===== config.mk =====
export PLATFORM = sky130hd
export DESIGN_NAME = fdr_front
export DESIGN_NICKNAME = d
export VERILOG_FILES = /design/src/hw/rtl/fresnel_dielectric_reflectance_unit_assert.svh /design/src/hw/rtl/fdr_pkg.sv /design/src/hw/rtl/fdr_front.sv
export SDC_FILE = /design/constraint.sdc
export NUM_CORES = 1
export LEC_CHECK = 0
export BUFFER_PORTS_ARGS = -buffer_cell sky130_fd_sc_hd__buf_2
export CORE_ASPECT_RATIO = 1.5
export CORE_MARGIN = 2
export CORE_UTILIZATION = 52
export DETAILED_ROUTE_END_ITERATION = 8
export PLACE_DENSITY_LB_ADDON = 0.1
export SLEW_MARGIN = 5
export SYNTH_ARGS = -nofsm -noshare
export SYNTH_HDL_FRONTEND = slang
export SYNTH_SLANG_ARGS = --single-unit

===== constraint.sdc =====
create_clock -name clk -period 5.01 [get_ports clk]
set_clock_uncertainty 0.15 [all_clocks]
set_input_delay 0.2505 -clock clk [delete_from_list [all_inputs] [get_ports clk]]
set_output_delay 0.2505 -clock clk [all_outputs]
set_load 0.01 [all_outputs]

===== src/hw/rtl/fresnel_dielectric_reflectance_unit_assert.svh =====
// ----------------------------------------------------------------------------
// Assertion macros for the Fresnel reflectance unit.
// Each macro states a property on the rising edge of the given clock and is
// switched off while the given active-low reset is asserted.
// ----------------------------------------------------------------------------
`ifndef FRESNEL_DIELECTRIC_REFLECTANCE_UNIT_ASSERT_SVH
`define FRESNEL_DIELECTRIC_REFLECTANCE_UNIT_ASSERT_SVH

// The consequent must hold in the same cycle as the antecedent.
`define FDR_ASSERT_IMP(lbl, clk_i, rst_ni, ante, cons, msg) \
	lbl: assert property (@(posedge clk_i) disable iff (!rst_ni) (ante) |-> (cons)) \
		else $error(msg);

// The consequent must hold in the cycle after the antecedent.
`define FDR_ASSERT_NXT(lbl, clk_i, rst_ni, ante, cons, msg) \
	lbl: assert property (@(posedge clk_i) disable iff (!rst_ni) (ante) |=> (cons)) \
		else $error(msg);

`endif


===== src/hw/rtl/fdr_pkg.sv =====
// ----------------------------------------------------------------------------
// fdr_pkg
// Shared constants and types of the Fresnel reflectance unit.
// ----------------------------------------------------------------------------
package fdr_pkg;

	localparam int FRAC_BITS_DEF   = 14;
	localparam int QUEUE_DEPTH_DEF = 4;
	localparam int INT_FRAC        = 16;
	localparam int QDIV_BITS       = 30;
	localparam int CQ_W            = 17;
	localparam int OUT_W           = 15;

	localparam logic [15:0] ETA_ONE = 16'd4096;

	// One classified word: index numerator and denominator, cosine in Q16.
	typedef struct packed {
		logic [15:0]     en;
		logic [15:0]     ed;
		logic [CQ_W-1:0] cq;
	} work_t;

	typedef struct packed {
		logic full;
		logic empty;
	} q_stat_t;

	typedef struct packed {
		logic valid;
		logic push;
	} fr_ctl_t;

endpackage


===== src/hw/rtl/fdr_front.sv =====
// ----------------------------------------------------------------------------
// fdr_front
// Input register: clamps the cosine, picks the index orientation, converts.
// ----------------------------------------------------------------------------
module fdr_front #(
	parameter int FRAC_BITS = fdr_pkg::FRAC_BITS_DEF
) (
	input  logic               clk,
	input  logic               arst_n,
	input  logic               push,
	output logic               full,
	input  logic signed [15:0] cos_incident,
	input  logic        [15:0] eta,
	input  fdr_pkg::q_stat_t   q_stat,
	output fdr_pkg::fr_ctl_t   ctl,
	output fdr_pkg::work_t     word
);

	localparam logic signed [31:0] ONE = 32'sd1 <<< FRAC_BITS;
	localparam int SHL = (FRAC_BITS <= fdr_pkg::INT_FRAC) ? fdr_pkg::INT_FRAC - FRAC_BITS : 0;
	localparam int SHR = (FRAC_BITS > fdr_pkg::INT_FRAC) ? FRAC_BITS - fdr_pkg::INT_FRAC : 0;

	logic               valid_q;
	fdr_pkg::work_t     word_s1;
	fdr_pkg::work_t     word_nx;
	logic signed [31:0] c_cl;
	logic        [31:0] c_abs;
	logic        [32:0] c_ext;
	logic        [15:0] e_nz;
	logic               take;

	assign full     = valid_q & q_stat.full;
	assign take     = push & ~full;
	assign ctl.push = valid_q & ~q_stat.full;
	assign ctl.valid = valid_q;
	assign word     = word_s1;

	always_comb begin
		c_cl = 32'(cos_incident);
		if (c_cl > ONE) begin
			c_cl = ONE;
		end
		if (c_cl < -ONE) begin
			c_cl = -ONE;
		end
		c_abs = (c_cl < 0) ? 32'(-c_cl) : 32'(c_cl);
		c_ext = ({1'b0, c_abs} << SHL) >> SHR;
		e_nz  = (eta == 16'd0) ? 16'd1 : eta;
		word_nx.cq = c_ext[fdr_pkg::CQ_W-1:0];
		if (c_cl < 0) begin
			word_nx.en = fdr_pkg::ETA_ONE;
			word_nx.ed = e_nz;
		end else begin
			word_nx.en = e_nz;
			word_nx.ed = fdr_pkg::ETA_ONE;
		end
	end

	always_ff @(posedge clk or negedge arst_n) begin
		if (!arst_n) begin
			valid_q <= 1'b0;
		end else if (take) begin
			valid_q <= 1'b1;
		end else if (ctl.push) begin
			valid_q <= 1'b0;
		end
	end

	always_ff @(posedge clk) begin
		if (take) begin
			word_s1 <= word_nx;
		end
	end

endmodule


### Word level (Yosys, flattened, before mapping)

Cells that the tools add are included.

* add/sub/neg operators: 1
* order comparisons: 3
* mux-type cells: 6
* bitwise logic cells: 5
* reduce and logical (&&, ||, !) cells: 2

Operators with widths (count)
* $mux W32: 2
* $lt A32 B1 Y1 const B: 1
* $lt A32 B15 Y1 const B: 1
* $gt A16 B16 Y1 const B: 1
* $logic_not A16 Y1: 1
* $mux W16: 1
* $mux W15: 1
* $neg A15 Y15: 1
* $and A1 B1 Y1: 3
* $mux W1: 2
* $not A1 Y1: 2
* $reduce_bool A2 Y1: 1

* flip-flop bits (word level): 48
* bits of input ports: 37
* output and inout bits: 52

### Logic depth before layout (Yosys ltp)

* depth in word-level cells: 6
* depth in mapped cells: 9
* gate-level depth less buffers: 7

### Worst setup path before layout

No wires, ideal clock.

* kind: reg-to-reg
* start: reg valid_q
* end: reg word_s1, in the netlist word[10], enable pin
* data arrival time: 2.685 ns
* setup slack: 1.718 ns
* stages on the path, launching flop included: 3
* buffers on the path: 0
* cell sequence: dfrtp_1 -> and2_1 -> nor2b_1

* word-level cells in the longest chain between the ends: 3

Ends and longest elaborated chain
* start: declaration: line fdr_front.sv:23 `logic valid_q;`
* start signal: assignment: line fdr_front.sv:61 `valid_q <= 1'b0;`
* start signal: assignment: line fdr_front.sv:63 `valid_q <= 1'b1;`
* start signal: assignment: line fdr_front.sv:65 `valid_q <= 1'b0;`
* $and A1 B1 Y1: line fdr_front.sv:32 `assign full = valid_q & q_stat.full;`
* net full: line fdr_front.sv:11 `output logic full,`
* $not A1 Y1: line fdr_front.sv:33 `assign take = push & ~full;`
* $and A1 B1 Y1: line fdr_front.sv:33
* net take: line fdr_front.sv:30 `logic take;`
* end signal: assignment: line fdr_front.sv:71 `word_s1 <= word_nx;`
* end: declaration: line fdr_front.sv:24 `fdr_pkg::work_t word_s1;`

The timed path passes the listed nets, and every way through them passes these cells.
A chain may end at the register's enable or synchronous reset.

### Final worst setup path

* start: in cos_incident[15]
* end: reg word_s1, in the netlist word[14], data pin

* word-level cells in the longest chain between the ends: 6
* elaborated cells between the ends (all ways): 7
* classes of those cells: 1 x add/sub; 3 x order compare; 3 x mux

Ends and longest elaborated chain
* start: declaration: line fdr_front.sv:12 `input logic signed [15:0] cos_incident,`
* $gt A16 B16 Y1: line fdr_front.sv:40 `if (c_cl > ONE) begin`
* $mux W32 *: line fdr_front.sv:40
* $lt A32 B15 Y1: line fdr_front.sv:43 `if (c_cl < -ONE) begin`
* $mux W32 *: line fdr_front.sv:43
* $lt A32 B1 Y1 / $neg A15 Y15 (equally long branches): line fdr_front.sv:46 `c_abs = (c_cl < 0) ? 32'(-c_cl) : 32'(c_cl);`
* $mux W15 *: line fdr_front.sv:46
* net c_abs[12]: line fdr_front.sv:27 `logic [31:0] c_abs;`

The timed path passes the listed nets; every way through them passes the cells marked *.

==> key figures <==
Worst setup path
  – Reg2Reg Depth: 3
  – Reg2reg end: word[36]
  – Worst Path Arrival: 2140 ps
  – CP required: 4980 ps
  – Crit path kind: input port to register
  – Crit end category: register
  – WP depth: 7
  – CP bufs+invs: 1
  – Worst-path fanout max: 53
  – Crit-path most repeated cell: nand2_1
  – Reg-to-Reg Start: valid_q
  – CP peak stage delay: 620 ps
  – Top delay family on crit path: buffers and inverters
  – Startpoint Class: input port
  – Worst setup endpoint: word[14]
  – CP Launch Point: cos_incident[15]
  – Slowest-stage cell, CP: buf_2
  – Worst-path cell chain: buf_2, xnor2_1, nand2_1, ha_1, nand2_1, mux2_2, o21ai_0
  – Reg2Reg Setup Slack: 3320 ps

Timing
  – Worst slew margin: 0.454
  – Measured slew at the worst slew-check pin: 819 ps
  – Fin crit period: 2170 ps
  – Max-slew violations: 0
  – Setup violators final: 0
  – Fmax achieved: 460 MHz
  – Final Cycle Share: 0.434
  – Fin worst setup slack: 2840 ps
  – RSZ-0062 raised after global routing: no
  – Final Hold Violating Endpoints: 0
  – Setup_tns: 0 ps

Cells and area
  – Fillers: 334
  – Ant diodes: 0
  – Fin cells: 322
  – Share of cells above drive strength 1: 0.373
  – Layout area overhead: 24.7%
  – Fin nets: 313

Floorplanning
  – Die Area: 4970 sq um
  – Initial core utilization: 0.540
  – Die X: 58.2 microns
  – Core ar.: 4250 sq um
  – Die H: 85.3 microns
  – Site Rows: 29
  – Io pins: 89

GRT
  – Largest net degree at the start of global routing: 54
  – First-pass GRT wire length: 6.75 mm
  – Tot GR Track Use: 0.181
  – Grt ovf: 0
  – Initial antenna violation count: 0
  – Number of global-route vias before repair: 1,495

Routing
  – Wire per inst: 13.5 microns
  – Drc violations: 0
  – Post-route ant nets: 0
  – First-pass iteration count of the detailed router: 4
  – DRT iter0 DRCs: 47
  – Final WL: 4.35 mm
  – DR vias: 1,735
  – Vias/cell: 5.39

Pwr
  – Pwr/cell area: 303 nW/um^2
  – VDD IR-drop max: 230 uV
  – P_leak: 1.17 nW

Logic synthesis
  – Cell taking the most area after synthesis: edfxtp_1
  – Synthesized area: 2290 sq um
  – Largest family of logic cells by synthesized area: simple AND/OR/NAND/NOR gates
  – Most numerous cell in the Yosys netlist: edfxtp_1
  – Area contributors post-synth: edfxtp_1 (62%), nor2b_1 (6.3%), and2_1 (4.1%), nand2_1 (2.9%), o21ai_0 (2.4%)
  – Top cells by count, synth: edfxtp_1 (47), nor2b_1 (23), nand2_1 (18)
  – Post-synth top area share: 0.616
  – Mux cell area share after synthesis: 0.0147
  – EDFF count, synth: 47
  – Synth Area in XOR/XNOR: 0.0153
  – Synth Area in Adders: 0.00546
  – Asr flop ratio synth: 0.0208
  – Main synth FF type: edfxtp_1
  – Simple-gate portion of the synthesized area: 0.222
  – Synth cell types: 37
  – Syn. warnings: 0
  – Mapped Cells: 191
  – Syn_area_per_cell: 12.0 sq um
  – Yosys reg bits: 48
  – Part of the Yosys area used for sequential elements: 0.627
  – Post-synthesis compound-gate area fraction: 0.0895

Hold path
  – Worst hold path class: input port to register
  – Hold_sp: push

Placement
  – Place WS: 2520 ps
  – Buffers on Ports: 85
  – GPL Wtd Cong: 0.828
  – Detailed placer's ending HPWL: 3.17 mm
  – Inst Count DP: 313

Clock tree
  – CTS Buf Count: 5
  – Clk Latency, worst-skew pair: 280 ps
  – TritonCTS clock tree: built
  – Clock slew at reported path FFs: 80 ps
  – H-tree Lvls: 2
  – Clock root cell: clkbuf_8
  – Clock sink count: 48
  – Post-CTS Setup Repair Bufs: 0
  – Max Root-Sink Buffers: 2

Outcome
  – Outcome: completed

Job
  – Max-cap viol count: 0
-- logic make-up (layout without fill, tap and decap cells) --
group           after synthesis  in the layout
buf+inv                      12             96
simple gates                 91             91
flops                        48             48
mux                           3              3
xor+xnor                      4              4
fa+ha+maj                     1              1
other cells                   1              2
compound gates               31             31
-- state kept, by name, summed over array words and instances (netlist names) --
register and count:
word 47, valid_q 1
-- stage by stage --
step	util	power [mW]	area, sq um	hold slack, ps
detailed placement	0.646	0.613	2740	-125
global route	0.673	0.903	2860	20.6
CTS	0.673	0.873	2860	13.2
floorplan	-	0.558	2300	-195
global placement	0.646	0.610	2740	-125
finish	0.673	0.866	2860	22.2
-- final cells by class --
cell class / instances / area, sq um / share of cell area
clock buffer: 6 / 72.6 / 0.0254
clock inverter: 2 / 35.0 / 0.0123
sequential: 48 / 1440 / 0.502
timing repair buffer: 87 / 443 / 0.155
tap: 46 / 57.6 / 0.0201
multi-input combinational: 132 / 811 / 0.284
inverter: 1 / 3.75 / 0.00131
-- layout by cell type (no fill, tap or decap), types with 2 or more instances in the layout --
cell type,n
a22oi_1,2
o31ai_1,3
nor2b_1,22
nand2_1,18
o21ai_0,11
nor4_1,5
xor2_1,3
nor2_1,9
clkbuf_8,5
mux2_2,3
buf_2,85
edfxtp_1,47
or2_2,2
a21oi_1,7
nand3_1,3
nand2b_1,6
and2_1,15
conb_1,2
nor3_1,4
-- power by group --
part | total [mW] | switching, mW | internal, mW
clock network | 0.263 | 0.115 | 0.148
registers | 0.476 | 0.00486 | 0.472
logic | 0.127 | 0.0746 | 0.0523
-- metal layers --
metal	up-vias	GRT usage	wire length, microns
li1	851	-	-
met1	793	0.189	1600
met2	77	0.330	2340
met3	14	0.0351	245
met4	0	0.0994	153
met5	-	0	0
-- how the worst min path moves through the flow --
stage	slack [ps]	end	cells after the start
2_1_floorplan	-200	valid_q	0
3_3_place_gp	-120	valid_q	1
3_5_place_dp	-120	valid_q	1
5_1_grt	20	valid_q	2
6_report	20	valid_q	2
4_1_cts	10	valid_q	2
-- timing repair --
action                                 in CTS  in global routing
endpoints found under the hold margin       1                  0
setup endpoints to repair                   0                  0
gates resized for setup                     0                  0
hold buffers                                1                  0
(Power assumes the default switching activity.)
