File: src/hw/rtl/fresnel_dielectric_reflectance_unit_assert.svh
// ----------------------------------------------------------------------------
// Assertion macros for the Fresnel reflectance unit.
// Each macro states a property on the rising edge of the given clock and is
// switched off while the given active-low reset is asserted.
// ----------------------------------------------------------------------------
`ifndef FRESNEL_DIELECTRIC_REFLECTANCE_UNIT_ASSERT_SVH
`define FRESNEL_DIELECTRIC_REFLECTANCE_UNIT_ASSERT_SVH

// The consequent must hold in the same cycle as the antecedent.
`define FDR_ASSERT_IMP(lbl, clk_i, rst_ni, ante, cons, msg) \
	lbl: assert property (@(posedge clk_i) disable iff (!rst_ni) (ante) |-> (cons)) \
		else $error(msg);

// The consequent must hold in the cycle after the antecedent.
`define FDR_ASSERT_NXT(lbl, clk_i, rst_ni, ante, cons, msg) \
	lbl: assert property (@(posedge clk_i) disable iff (!rst_ni) (ante) |=> (cons)) \
		else $error(msg);

`endif

File: src/hw/rtl/fdr_pkg.sv
// ----------------------------------------------------------------------------
// fdr_pkg
// Shared constants and types of the Fresnel reflectance unit.
// ----------------------------------------------------------------------------
package fdr_pkg;

	localparam int FRAC_BITS_DEF   = 14;
	localparam int QUEUE_DEPTH_DEF = 4;
	localparam int INT_FRAC        = 16;
	localparam int QDIV_BITS       = 30;
	localparam int CQ_W            = 17;
	localparam int OUT_W           = 15;

	localparam logic [15:0] ETA_ONE = 16'd4096;

	// One classified word: index numerator and denominator, cosine in Q16.
	typedef struct packed {
		logic [15:0]     en;
		logic [15:0]     ed;
		logic [CQ_W-1:0] cq;
	} work_t;

	typedef struct packed {
		logic full;
		logic empty;
	} q_stat_t;

	typedef struct packed {
		logic valid;
		logic push;
	} fr_ctl_t;

endpackage

File: src/hw/rtl/fdr_queue.sv
// ----------------------------------------------------------------------------
// fdr_queue
// Short register queue between the front and the arithmetic pipeline.
// ----------------------------------------------------------------------------
module fdr_queue #(
	parameter int DEPTH = fdr_pkg::QUEUE_DEPTH_DEF
) (
	input  logic             clk,
	input  logic             arst_n,
	input  logic             push,
	input  fdr_pkg::work_t   wr_word,
	input  logic             pop,
	output fdr_pkg::work_t   rd_word,
	output fdr_pkg::q_stat_t stat
);

	localparam int PW = (DEPTH > 1) ? $clog2(DEPTH) : 1;
	localparam int CW = $clog2(DEPTH + 1);

	fdr_pkg::work_t mem_q [DEPTH];
	logic [PW-1:0]  wr_ptr_q;
	logic [PW-1:0]  rd_ptr_q;
	logic [CW-1:0]  cnt_q;

	assign stat.full  = (cnt_q == CW'(DEPTH));
	assign stat.empty = (cnt_q == '0);
	assign rd_word    = mem_q[rd_ptr_q];

	function automatic logic [PW-1:0] nxt(input logic [PW-1:0] p);
		return (p == PW'(DEPTH - 1)) ? '0 : p + 1'b1;
	endfunction

	always_ff @(posedge clk or negedge arst_n) begin
		if (!arst_n) begin
			wr_ptr_q <= '0;
			rd_ptr_q <= '0;
			cnt_q    <= '0;
		end else begin
			if (push) begin
				wr_ptr_q <= nxt(wr_ptr_q);
			end
			if (pop) begin
				rd_ptr_q <= nxt(rd_ptr_q);
			end
			if (push && !pop) begin
				cnt_q <= cnt_q + 1'b1;
			end else if (pop && !push) begin
				cnt_q <= cnt_q - 1'b1;
			end
		end
	end

	always_ff @(posedge clk) begin
		if (push) begin
			mem_q[wr_ptr_q] <= wr_word;
		end
	end

endmodule

File: config.mk
export PLATFORM = sky130hd
export DESIGN_NAME = fdr_queue
export DESIGN_NICKNAME = d
export VERILOG_FILES = /design/src/hw/rtl/fresnel_dielectric_reflectance_unit_assert.svh /design/src/hw/rtl/fdr_pkg.sv /design/src/hw/rtl/fdr_queue.sv
export SDC_FILE = /design/constraint.sdc
export NUM_CORES = 1
export LEC_CHECK = 0
export ABC_AREA = 1
export BUFFER_PORTS_ARGS = -buffer_cell sky130_fd_sc_hd__buf_2
export CAP_MARGIN = 25
export CORE_UTILIZATION = 45
export CTS_CLUSTER_DIAMETER = 80
export DETAILED_ROUTE_END_ITERATION = 8
export GPL_ROUTABILITY_DRIVEN = 0
export PLACE_DENSITY = 0.66
export SETUP_SLACK_MARGIN = 0.5
export SLEW_MARGIN = 10
export SYNTH_ARGS = -nofsm -noshare
export SYNTH_HDL_FRONTEND = slang
export SYNTH_SLANG_ARGS = --single-unit
File: constraint.sdc
create_clock -name clk -period 5 [get_ports clk]
set_input_delay 1 -clock clk [delete_from_list [all_inputs] [get_ports clk]]
set_output_delay 1 -clock clk [all_outputs]
set_load 0.005 [all_outputs]
==> After elaboration in Yosys (flattened, before gate mapping) <==
Memories as Yosys holds them, arrays and structs flattened.
Cells that the tools add are included.
{ "op_classes": {"eq_ne": 3, "bitwise": 0, "mul": 0, "n_div": 0, "mux": 6, "reduce_logical": 6, "magnitude_cmp": 0, "n_shift": 0, "addsub": 4} }
{ "ops": {"columns": ["operator", "n"], "rows": [
  ["$mux W3", 2],
  ["$add A2 B1 Y2 const B", 2],
  ["$eq A2 B2 Y1 const B", 2],
  ["$mux W2", 2],
  ["$add A3 B1 Y3 const B", 1],
  ["$eq A3 B3 Y1 const B", 1],
  ["$logic_not A3 Y1", 1],
  ["$sub A3 B1 Y3 const B", 1],
  ["$logic_and A1 B1 Y1", 2],
  ["$logic_not A1 Y1", 2],
  ["$mux W1", 2],
  ["$reduce_bool A2 Y1", 1]
]} }
{ "totals": {"mem_count": 1, "latch_bits": 0, "input_bits": 53, "ram_bits": 196, "elab_cells": 23, "reg_bits": 7, "romBits": 0} }
{ "mem_list": {"columns": ["memory", "depth", "word_bits", "rd", "rd_ports_with_merged_regs", "wr", "line", "rtl"], "rows": [
  ["mem_q", 4, 49, 1, 0, 1, "fdr_queue.sv:20", "fdr_pkg::work_t mem_q [DEPTH];"]
]} }

==> Logic depth before layout (Yosys ltp) <==
Gate-level depths: netlist of the first run.
{ "logic_depth": {"depth_word": 4, "mapped_depth": 9, "depth_no_buf": 9} }

==> Least setup slack after synthesis of the first run <==
OpenSTA, ideal clock, no wires.
{ "synth_path": {"kind": "input to register", "from": "in push", "to": "mem mem_q[3][0] in the netlist's numbering (enable)", "setup_time_ps": 403, "cell_stages": 2, "path_buffers": 0, "arrival_time_ps": 1999, "setup_slack_ps": 2597, "required_ps": 4597, "path_cell_list": "nand2_1 -> inv_1"} }
{ "synth_between": {"elab_chain_len": 2} }
{ "synth_lines": {"columns": ["element", "line", "rtl"], "rows": [
  ["start: declaration", "fdr_queue.sv:10", "input logic push,"],
  ["$mux W1", "fdr_queue.sv:54", "if (push) begin"],
  ["$mux W1 (not written as such)", "fdr_queue.sv:55", "mem_q[wr_ptr_q] <= wr_word;"],
  ["end: declaration", "fdr_queue.sv:20", null]
]} }
No other way between the ends.

==> results by stage, run 1 <==
STA:
- The final worst setup slack is 1.55 ns.
- At the pin with the least slew margin, the transition time is 0.954 ns.
- Setup repair after global routing left no endpoint under its margin.
- After layout, the worst path uses 69.1% of the clock period.
- The number of endpoints failing setup at the final stage is 0.
- The final setup TNS is 0 ns.
- The number of endpoints with negative hold slack in the final report is 0.
- The relative max-transition margin is 36.3%.
- The maximum clock skew at final layout is 0.00689 ns.
- The post-layout minimum cycle time is 3.45 ns.
- The highest achievable clock rate is 290 MHz.
- The max-slew violation count is 0.

Setup path:
- The critical path data required time is 4.00 ns.
- The type of element launching the critical path is a flop.
- The worst setup path is captured at an output pin.
- At the worst endpoint, the arrival time is 2.45 ns.
- In this run the worst path has a maximum fanout of 88.
- The startpoint-to-endpoint class of the critical path is flop to output pin.

Synthesis:
- By area, the combinational part of the netlist is dominated by compound AO/OA/AOI/OAI gates.
- Summing the areas of all and, or, nand and nor instances in the mapped netlist gives 7.46% of the synthesized area.
- The most instantiated library cell after synthesis is edfxtp_1.
- After synthesis, the netlist uses 19 different library cells.
- During synthesis, Yosys emitted a total of 0 warnings.
- Of the post-synthesis cell area, the part taken by muxes is 0%.
- After Yosys synthesis, XOR and XNOR cells account for 0.103% of the synthesized area.
- Sorting the synthesized cells by area gives the leading types as edfxtp_1 69%, o211ai_2 8.8%, nand2_1 7.1%, inv_1 4.8%, o211ai_1 3.3%.
- The average cell area after synthesis is 13.7 sq um.
- In the synthesized netlist, the number of instances is 624.
- Of the synthesized area, sequential elements account for 71.0%.
- The biggest area contributor in the post-synthesis netlist is edfxtp_1.
- Summed over its instances, the top area cell type makes up 69.0% of the synthesized netlist area.
- The number of enable-type register cells in the synthesized netlist is 196.
- By count the netlist is led by 196 x edfxtp_1, 162 x nand2_1, 109 x inv_1.
- Counting flops and latches in the post-synthesis netlist gives 203.
- The total nets after synthesis is 684.
- The compound-cell area share of the yosys netlist is 12.4%.
- Among all flip-flop cells after synthesis, the most frequent one is edfxtp_1.
- The synthesized area is 0.00853 sq mm.
- Summing the areas of all fa, ha and maj instances in the mapped netlist gives 1.11% of the synthesized area.
- The share of async-settable or async-resettable flops after synthesis is 3.45%.

Min path:
- The path category of the worst min-delay check is input port to asynchronous set/reset pin.

Routing:
- The detailed-route vias per instance is 4.94.
- The routed layout has 4786 vias.
- The wire length after detailed routing is 16200 um.
- Once detail routing completed, the nets flagged for antenna violations numbered 0.
- Before antenna repair, the detailed router went through 4 iterations.
- The detailed router finished its first iteration with 142 violations.
- The number of design rule violations left after detail routing is 0.
- The wire length per cell is 16.7 um.

Run status:
- The flow ran to the end, and the final reports show no timing, DRC or antenna violations.

Global route:
- The overall overflow remaining after global route is 0.
- The total track usage is 17.0%.
- The via count of the first global-routing pass came to 5008.
- The maximum number of pins on one net before global-route repair is 89.
- The first global-routing pass estimated 25800 um of wire.
- The initial antenna violation count came to 1.

Power and ir drop:
- The share of power burned in combinational logic is 31.2%.
- The internal cell power is 0.00355 W.
- The switching portion of total power is 33.0%.
- The total power density per cell area is 543 mW/mm^2.
- The clock network accounts for 25.7% of the total power.
- The design draws 0.00530 W.
- Registers are responsible for 43.0% of the overall power.
- The switching component of the power is 0.00175 W.
- IR analysis of the VDD net gives a maximum drop of 0.339 mV.
- The standby leakage power is 4.03 nW.

Floorplan:
- The I/O pin count is 104.
- After floorplanning, the core was sized to cover 0.0183 sq mm.
- The effective utilization at floorplan is 46.7%.
- The floorplan die area is 0.0195 sq mm.
- The chip height is 140 um.
- In this run the horizontal extent of the chip is 140 um.
- The number of placement rows is 49.

CTS:
- The quantity of hold-fixing buffers added after cts is 0.
- The number of gates resized after CTS was 0.
- The cell sitting at the root of the clock tree is a clkbuf_16.
- After clock tree synthesis, the clock-pin slew on the worst setup and hold paths is 0.06 ns.
- The tree built by TritonCTS fans out to 203 sinks.
- The post-CTS setup repair buffer count is 0.
- Counting the buffers created by CTS gives 21.
- In this run the number of H-tree levels came out at 1.
- The TritonCTS clock tree is built.
- The largest buffer count on any clock path is 3.
- The latest clock arrival within the worst-skew pair is 0.48 ns.

Job:
- Max-cap violations in this run came to 0.

Final layout:
- For this run, the post-layout net count is 787.
- The area growth from synthesis to layout is 14.3%.
- The ratio of cells with drive above 1 in the final layout is 27.4%.
- 0 antenna diodes ended up in the layout.

Place:
- The count of buffers inserted at the top-level ports is 103.
- The worst-case setup slack after placement is 2.03 ns.
- The HPWL after detailed placement is 9740 um.
## state kept, by name, summed over array words and instances, names as in the netlist
name,count
cnt_q,3
mem_q,196
rd_ptr_q,2
wr_ptr_q,2
## cell type report
class / instances / area, sq um
timing repair buffer: 112 / 596
sequential: 203 / 6060
inverter: 111 / 422
multi-input combinational: 278 / 1800
tap: 229 / 287
clock inverter: 8 / 33.8
clock buffer: 28 / 552
fill: 1536 / 8520
## power by group through the flow
stage	Clock, W	Combinational [W]	Sequential [W]
3_3_place_gp	0	0.00163	0.00230
4_1_cts	0.00140	0.00170	0.00228
5_1_grt	0.00146	0.00186	0.00230
6_report	0.00136	0.00165	0.00228
2_1_floorplan	0	0.00118	0.00230
3_5_place_dp	0	0.00169	0.00232
## worst paths after layout
path / cells past startpoint / start / slack, ns / end
worst max-delay path: 6 / rd_ptr_q[0] / 1.55 / rd_word[7]
worst min-delay path: 1 / arst_n / 0.34 / cnt_q[2]
worst max register to register: 5 / wr_ptr_q[0] / 2.91 / mem_q[0][2]
worst min register to register: 2 / cnt_q[2] / 0.53 / cnt_q[2]
max in group asynchronous: 1 / arst_n / 4.48 / rd_ptr_q[1]
min in group clk: 2 / cnt_q[2] / 0.53 / cnt_q[2]
## routing by layer
| layer | track usage (%) | share of wire [%] | vias up |
|---|---|---|---|
| li1 | - | - | 2365 |
| met1 | 20.4 | 43 | 2296 |
| met2 | 31.1 | 51 | 100 |
| met3 | 3.61 | 4.4 | 23 |
| met4 | 4.22 | 1.7 | 2 |
| met5 | 0 | 0.068 | - |
## critical path, stage by stage, from the launching register on
cell and delay, ns:
dfrtp_1 0.44, inv_6 0.53, buf_4 0.53, nand2_1 0.13, o211ai_2 0.08, nand2_1 0.08
buf_2 0.13
## metrics by stage
| step | instance area [sq um] | utilization (%) | hold WS (ns) | instances |
|---|---|---|---|---|
| global route | 9750 | 53.4 | 0.330 | 969 |
| CTS | 9750 | 53.4 | 0.322 | 969 |
| floorplan | 8530 | - | 0.463 | 624 |
| finish | 9750 | 53.4 | 0.344 | 969 |
| detailed placement | 9170 | 50.2 | 0.530 | 933 |
| global placement | 9150 | 50.1 | 0.480 | 932 |
## placed cells by master (no fill, tap or decap)
cell type	synthesis	layout
dfrtp_1	7	6
buf_4	2	8
clkbuf_16	0	21
dfrtp_4	0	1
clkbuf_1	0	7
nor3_1	2	2
o211ai_1	38	38
clkinv_1	0	5
inv_2	2	5
o21ai_1	2	2
o21ai_0	2	2
inv_1	109	105
o211ai_2	60	60
nand4_1	1	1
clkinv_2	0	3
fa_1	1	1
nor2_1	2	2
inv_6	0	1
nand2_1	162	162
buf_12	0	1
ha_1	6	6
buf_2	15	103
xnor2_1	1	1
nand3_1	1	1
edfxtp_1	196	196
## kinds of logic (layout without fill, tap and decap cells)
logic type,Yosys count,in the layout
flip-flops,203,203
AND/OR/NAND/NOR,168,168
buffers and inverters,143,259
AO/OA/AOI/OAI,102,102
adder cells (fa/ha/maj),7,7
XOR/XNOR,1,1
(Power assumes the default switching activity.)
==> inputs of run 2 (changes only) <==
ABC_AREA = 0   (was 1)
PLACE_DENSITY = 0.69   (was 0.66)
clock period = 2.8 ns   (was 5 ns; I/O delays follow)
==> run 2 against run 1 <==
Compared with the run above:
- non-clock buffer count up 16
- via count decreased by 29%
- count of clock-buffer cells in the layout stayed put
- combinational power up 65%
- first-iteration DRC count grew 45%
- total power increased by 77%
- core utilization up 3.7 points
- critical path depth is 2 lower
- critical path type unchanged
- critical endpoint is now rd_word[23]
- largest power group unchanged
- highest routed layer unchanged
==> results by stage, run 2 <==
CTS:
- The TritonCTS clock tree is built.
- The latest clock arrival within the worst-skew pair came to 0.49 ns (about the same).
- The clock tree root driver cell is clkbuf_16.
- The number of levels in the clock H-tree is 1 (unchanged).
- The number of clock buffers inserted by TritonCTS was 21 (unchanged).
- The largest buffer count on any clock path came to 3 (unchanged).
- The clock slew seen by the registers of the worst setup and hold paths is 0.06 ns (about the same).
- The clock sink count was 203 (unchanged).

Place:
- The count of buffers inserted at the top-level ports was 103 (unchanged).
- The placed standard-cell area is 0.00835 sq mm (-8.9%).
- The detailed placement HPWL was 8100 um (-17%).
- The count of placed standard cells including taps was 612 (-34%).

Synthesis:
- The synthesized area was 0.00754 sq mm (-12%).
- The sequential area share after synthesis came to 80.3% (+9.3 points).
- The main flop type after synthesis is edfxtp_1.
- The number of enable-type register cells in the synthesized netlist is 196 (unchanged).
- The unique cell type count in the Yosys netlist is 20 (+1).
- The number of instances in the synthesized netlist is 294 (-53%).
- The yosys synthesis warning count is 0 (unchanged).
- The average cell area after synthesis is 25.7 sq um (+88%).
- The area share of the largest cell type after synthesis was 78.0% (+9.0 points).
- The synthesized flop and latch total was 203 (unchanged).
- The share of async-settable or async-resettable flops after synthesis is 3.45% (unchanged).
- Summed over all instances, the cell type with the most area after synthesis is edfxtp_1.
- By area the synthesized netlist is led by edfxtp_1 78%, mux4_2 14%, dfrtp_1 2.3%, buf_12 1.3%, ha_1 1.0%.
- The total nets after synthesis is 354 (-48%).
- Yosys instantiated no cell more often than edfxtp_1.
- The commonest cells after synthesis are 196 x edfxtp_1, 48 x mux4_2, 7 x dfrtp_1.

Global route:
- The initial antenna violation count came to 1 (unchanged).
- The global-route met3 utilization came to 3.70% (+0.090 points).
- The via count of the first global-routing pass is 3690 (-26%).
- The global routing usage on met1 is 20.9% (+0.47 points).
- The overall overflow remaining after global route is 0 (unchanged).
- The met2 usage in global routing is 27.1% (-4.0 points).
- The maximum number of pins on one net before global-route repair is 38 (-57%).
- The total track usage came to 16.0% (-1.0 points).
- The wire length of the first global-routing pass is 20800 um (-20%).
- The most heavily used metal layer in global routing is met2.

Final layout:
- The post-route non-filler standard cell count is 661 (-32%).
- The largest registers in the layout are mem_q: 196 flops, cnt_q: 3 flops.
- The count of filler cells inserted in the layout was 1228 (-20%).
- The ratio of cells with drive above 1 in the final layout came to 48.3% (+21 points).
- The summed area of non-filler cells in the final layout is 0.00919 sq mm (-5.7%).
- The library cells used most frequently in the layout, excluding fill and tap cells, are 196 x edfxtp_1, 102 x buf_2, 49 x mux4_2.
- The final-stage net count was 493 (-37%).
- The top register by number of flip-flops is mem_q.
- The antenna cell count is 0 (unchanged).
- The area growth from synthesis to layout is 21.8%.
- The number of flip-flops under the largest register name is 196 (unchanged).
- The library cell used most frequently in the layout, excluding fill and tap cells, is edfxtp_1.

STA:
- The maximum clock skew at final layout is 0.0143 ns (+0.00743 ns).
- The minimum hold slack is 0.281 ns (-0.0624 ns).
- The highest achievable clock rate is 409 MHz.
- The relative max-transition margin was 63.9% (+28 points).
- The max-slew violation count came to 0 (unchanged).
- The number of endpoints with negative hold slack in the final report came to 0 (unchanged).
- The final setup TNS is 0 ns (unchanged).
- The number of endpoints failing setup at the final stage is 0 (unchanged).
- Setup repair after global routing could not meet its margin everywhere.
- The routed design could run at a clock period as short as 2.45 ns.
- The final period utilization is 87.4%.
- The pin slew with the least headroom to its limit was 0.542 ns (-0.412 ns).

Setup path:
- The depth of the most critical reg-to-reg path came to 4 (-1).
- The largest fanout of any net on the critical path is 7 (-92%).
- The startpoint-to-endpoint class of the critical path is flop to output pin.
- STA classifies the critical path endpoint as an output pin.
- The worst register-to-register path begins at wr_ptr_q[0].
- The worst endpoint data arrival time is 1.89 ns (-0.56 ns).
- STA classifies the critical path startpoint as a flop.
- Tracing the worst setup path back leads to its startpoint at rd_ptr_q[0].
- The critical path data required time is 2.24 ns (-1.76 ns).

Routing:
- The number of antenna-violating nets in the routed design is 0 (unchanged).
- The total via count in the routed design is 3421 (-29%).
- The wire length after detailed routing is 13500 um (-17%).
- The count of routing violations after the opening detailed-route iteration came to 206 (+45%).
- The number of design rule violations left after detail routing was 0 (unchanged).
- The wire length per cell is 20.4 um (+22%).
- The number of iterations in the first detailed-routing pass is 4 (unchanged).
- The detailed-route vias per instance is 5.18 (+4.8%).

Min path:
- The path category of the worst min-delay check is input port to flop.
- The startpoint of the most critical hold path is wr_word[15].
- The worst hold path stage count is 1.

Power and ir drop:
- The switching component of the power was 0.00244 W (+40%).
- The switching portion of total power was 26.0% (-7.0 points).
- The share of power burned in combinational logic came to 29.1% (-2.1 points).
- The highest ir drop seen on vdd is 0.684 mV (+100%).
- The internal cell power is 0.00695 W (+96%).
- The standby leakage power is 3.22 nW (-20%).
- The clock network fraction of design power came to 27.6% (+1.9 points).
- The total power density per cell area is 1020 mW/mm^2 (+88%).
- The power consumption is 0.00939 W (+77%).
- The share of power burned in registers is 43.3% (+0.3 points).

Run status:
- The flow ran to the end, and the final reports show no timing, DRC or antenna violations.

Job:
- The max-capacitance violation count is 0 (unchanged).

Floorplan:
- The effective utilization at floorplan is 46.8% (+0.11 points).
- The I/O pin count is 104 (unchanged).
- The floorplan die area is 0.0173 sq mm (-11%).
- The horizontal die dimension was 131 um (-5.9%).
- The chip height is 131 um (-5.9%).
- The number of placement rows is 46 (-6.1%).
- The core area was 0.0161 sq mm (-12%).
-- run 2: cell types whose count changed after synthesis, moves of 3 or more --
cell	delta
inv_1	-105
mux2_2	+3
and2_1	+4
o211ai_1	-38
nand2_1	-160
buf_6	-14
o211ai_2	-60
buf_2	-10
mux4_2	+48
buf_12	+5
-- run 2: kinds of logic (layout without fill, tap and decap cells) --
logic type / Yosys count / in the layout / synth area share, %
flops: 203 / 203 / 80.3
mux: 52 / 52 / 15.1
buf+inv: 16 / 167 / 2.06
simple gates: 11 / 11 / 0.746
fa+ha+maj: 7 / 7 / 1.26
xor+xnor: 3 / 3 / 0.348
compound gates: 2 / 2 / 0.133
-- run 2: layout make-up --
class | instances | area [sq um] | share of cell area (%)
clock buffer | 28 | 592 | 6.44
timing repair buffer | 128 | 857 | 9.33
sequential | 203 | 6070 | 66.0
clock inverter | 7 | 57.6 | 0.626
multi-input combinational | 75 | 1330 | 14.5
tap | 216 | 270 | 2.94
inverter | 4 | 15.0 | 0.163
-- run 2: per-stage QoR --
step / util (%) / setup slack [ns]
2_1_floorplan: - / 0.595
3_3_place_gp: 51.8 / 0.502
3_5_place_dp: 51.8 / 0.489
4_1_cts: 56.3 / 0.284
5_1_grt: 57.0 / 0.293
6_report: 57.0 / 0.354
-- run 2: path summary, 6_finish.rpt --
path                                endpoint  slack [ns]
min in group asynchronous        rd_ptr_q[1]        0.44
worst max register to register  mem_q[2][32]        1.03
worst min register to register      cnt_q[2]        0.52
worst min-delay path            mem_q[3][15]        0.28
worst max-delay path             rd_word[23]        0.35
max in group asynchronous        rd_ptr_q[0]        2.18
-- run 2: per-layer routing --
metal	part of all wire [%]	up-vias
met3	7.0	30
met5	0.096	-
met2	50	123
met4	2.1	2
li1	-	1521
met1	41	1745
-- run 2: critical path, stage by stage (launching register included) --
cell	delay [ns]
dfrtp_4	0.42
buf_4	0.17
buf_12	0.15
mux4_2	0.51
buf_2	0.14
-- run 2: timing repair --
item,CTS,global route
gates resized for setup,1,8
endpoints found under the setup margin,49,49
cloned,0,2
setup buffers,6,5
hold endpoints to repair,7,0
pin swaps,0,0
hold buffers,1,0
-- run 2: power groups by stage --
stage | logic, W | clock network [W] | registers [W]
2_1_floorplan | 0.00165 | 0 | 0.00407
3_5_place_dp | 0.00228 | 0 | 0.00431
5_1_grt | 0.00295 | 0.00276 | 0.00411
3_3_place_gp | 0.00225 | 0 | 0.00427
6_report | 0.00273 | 0.00259 | 0.00407
4_1_cts | 0.00259 | 0.00265 | 0.00410
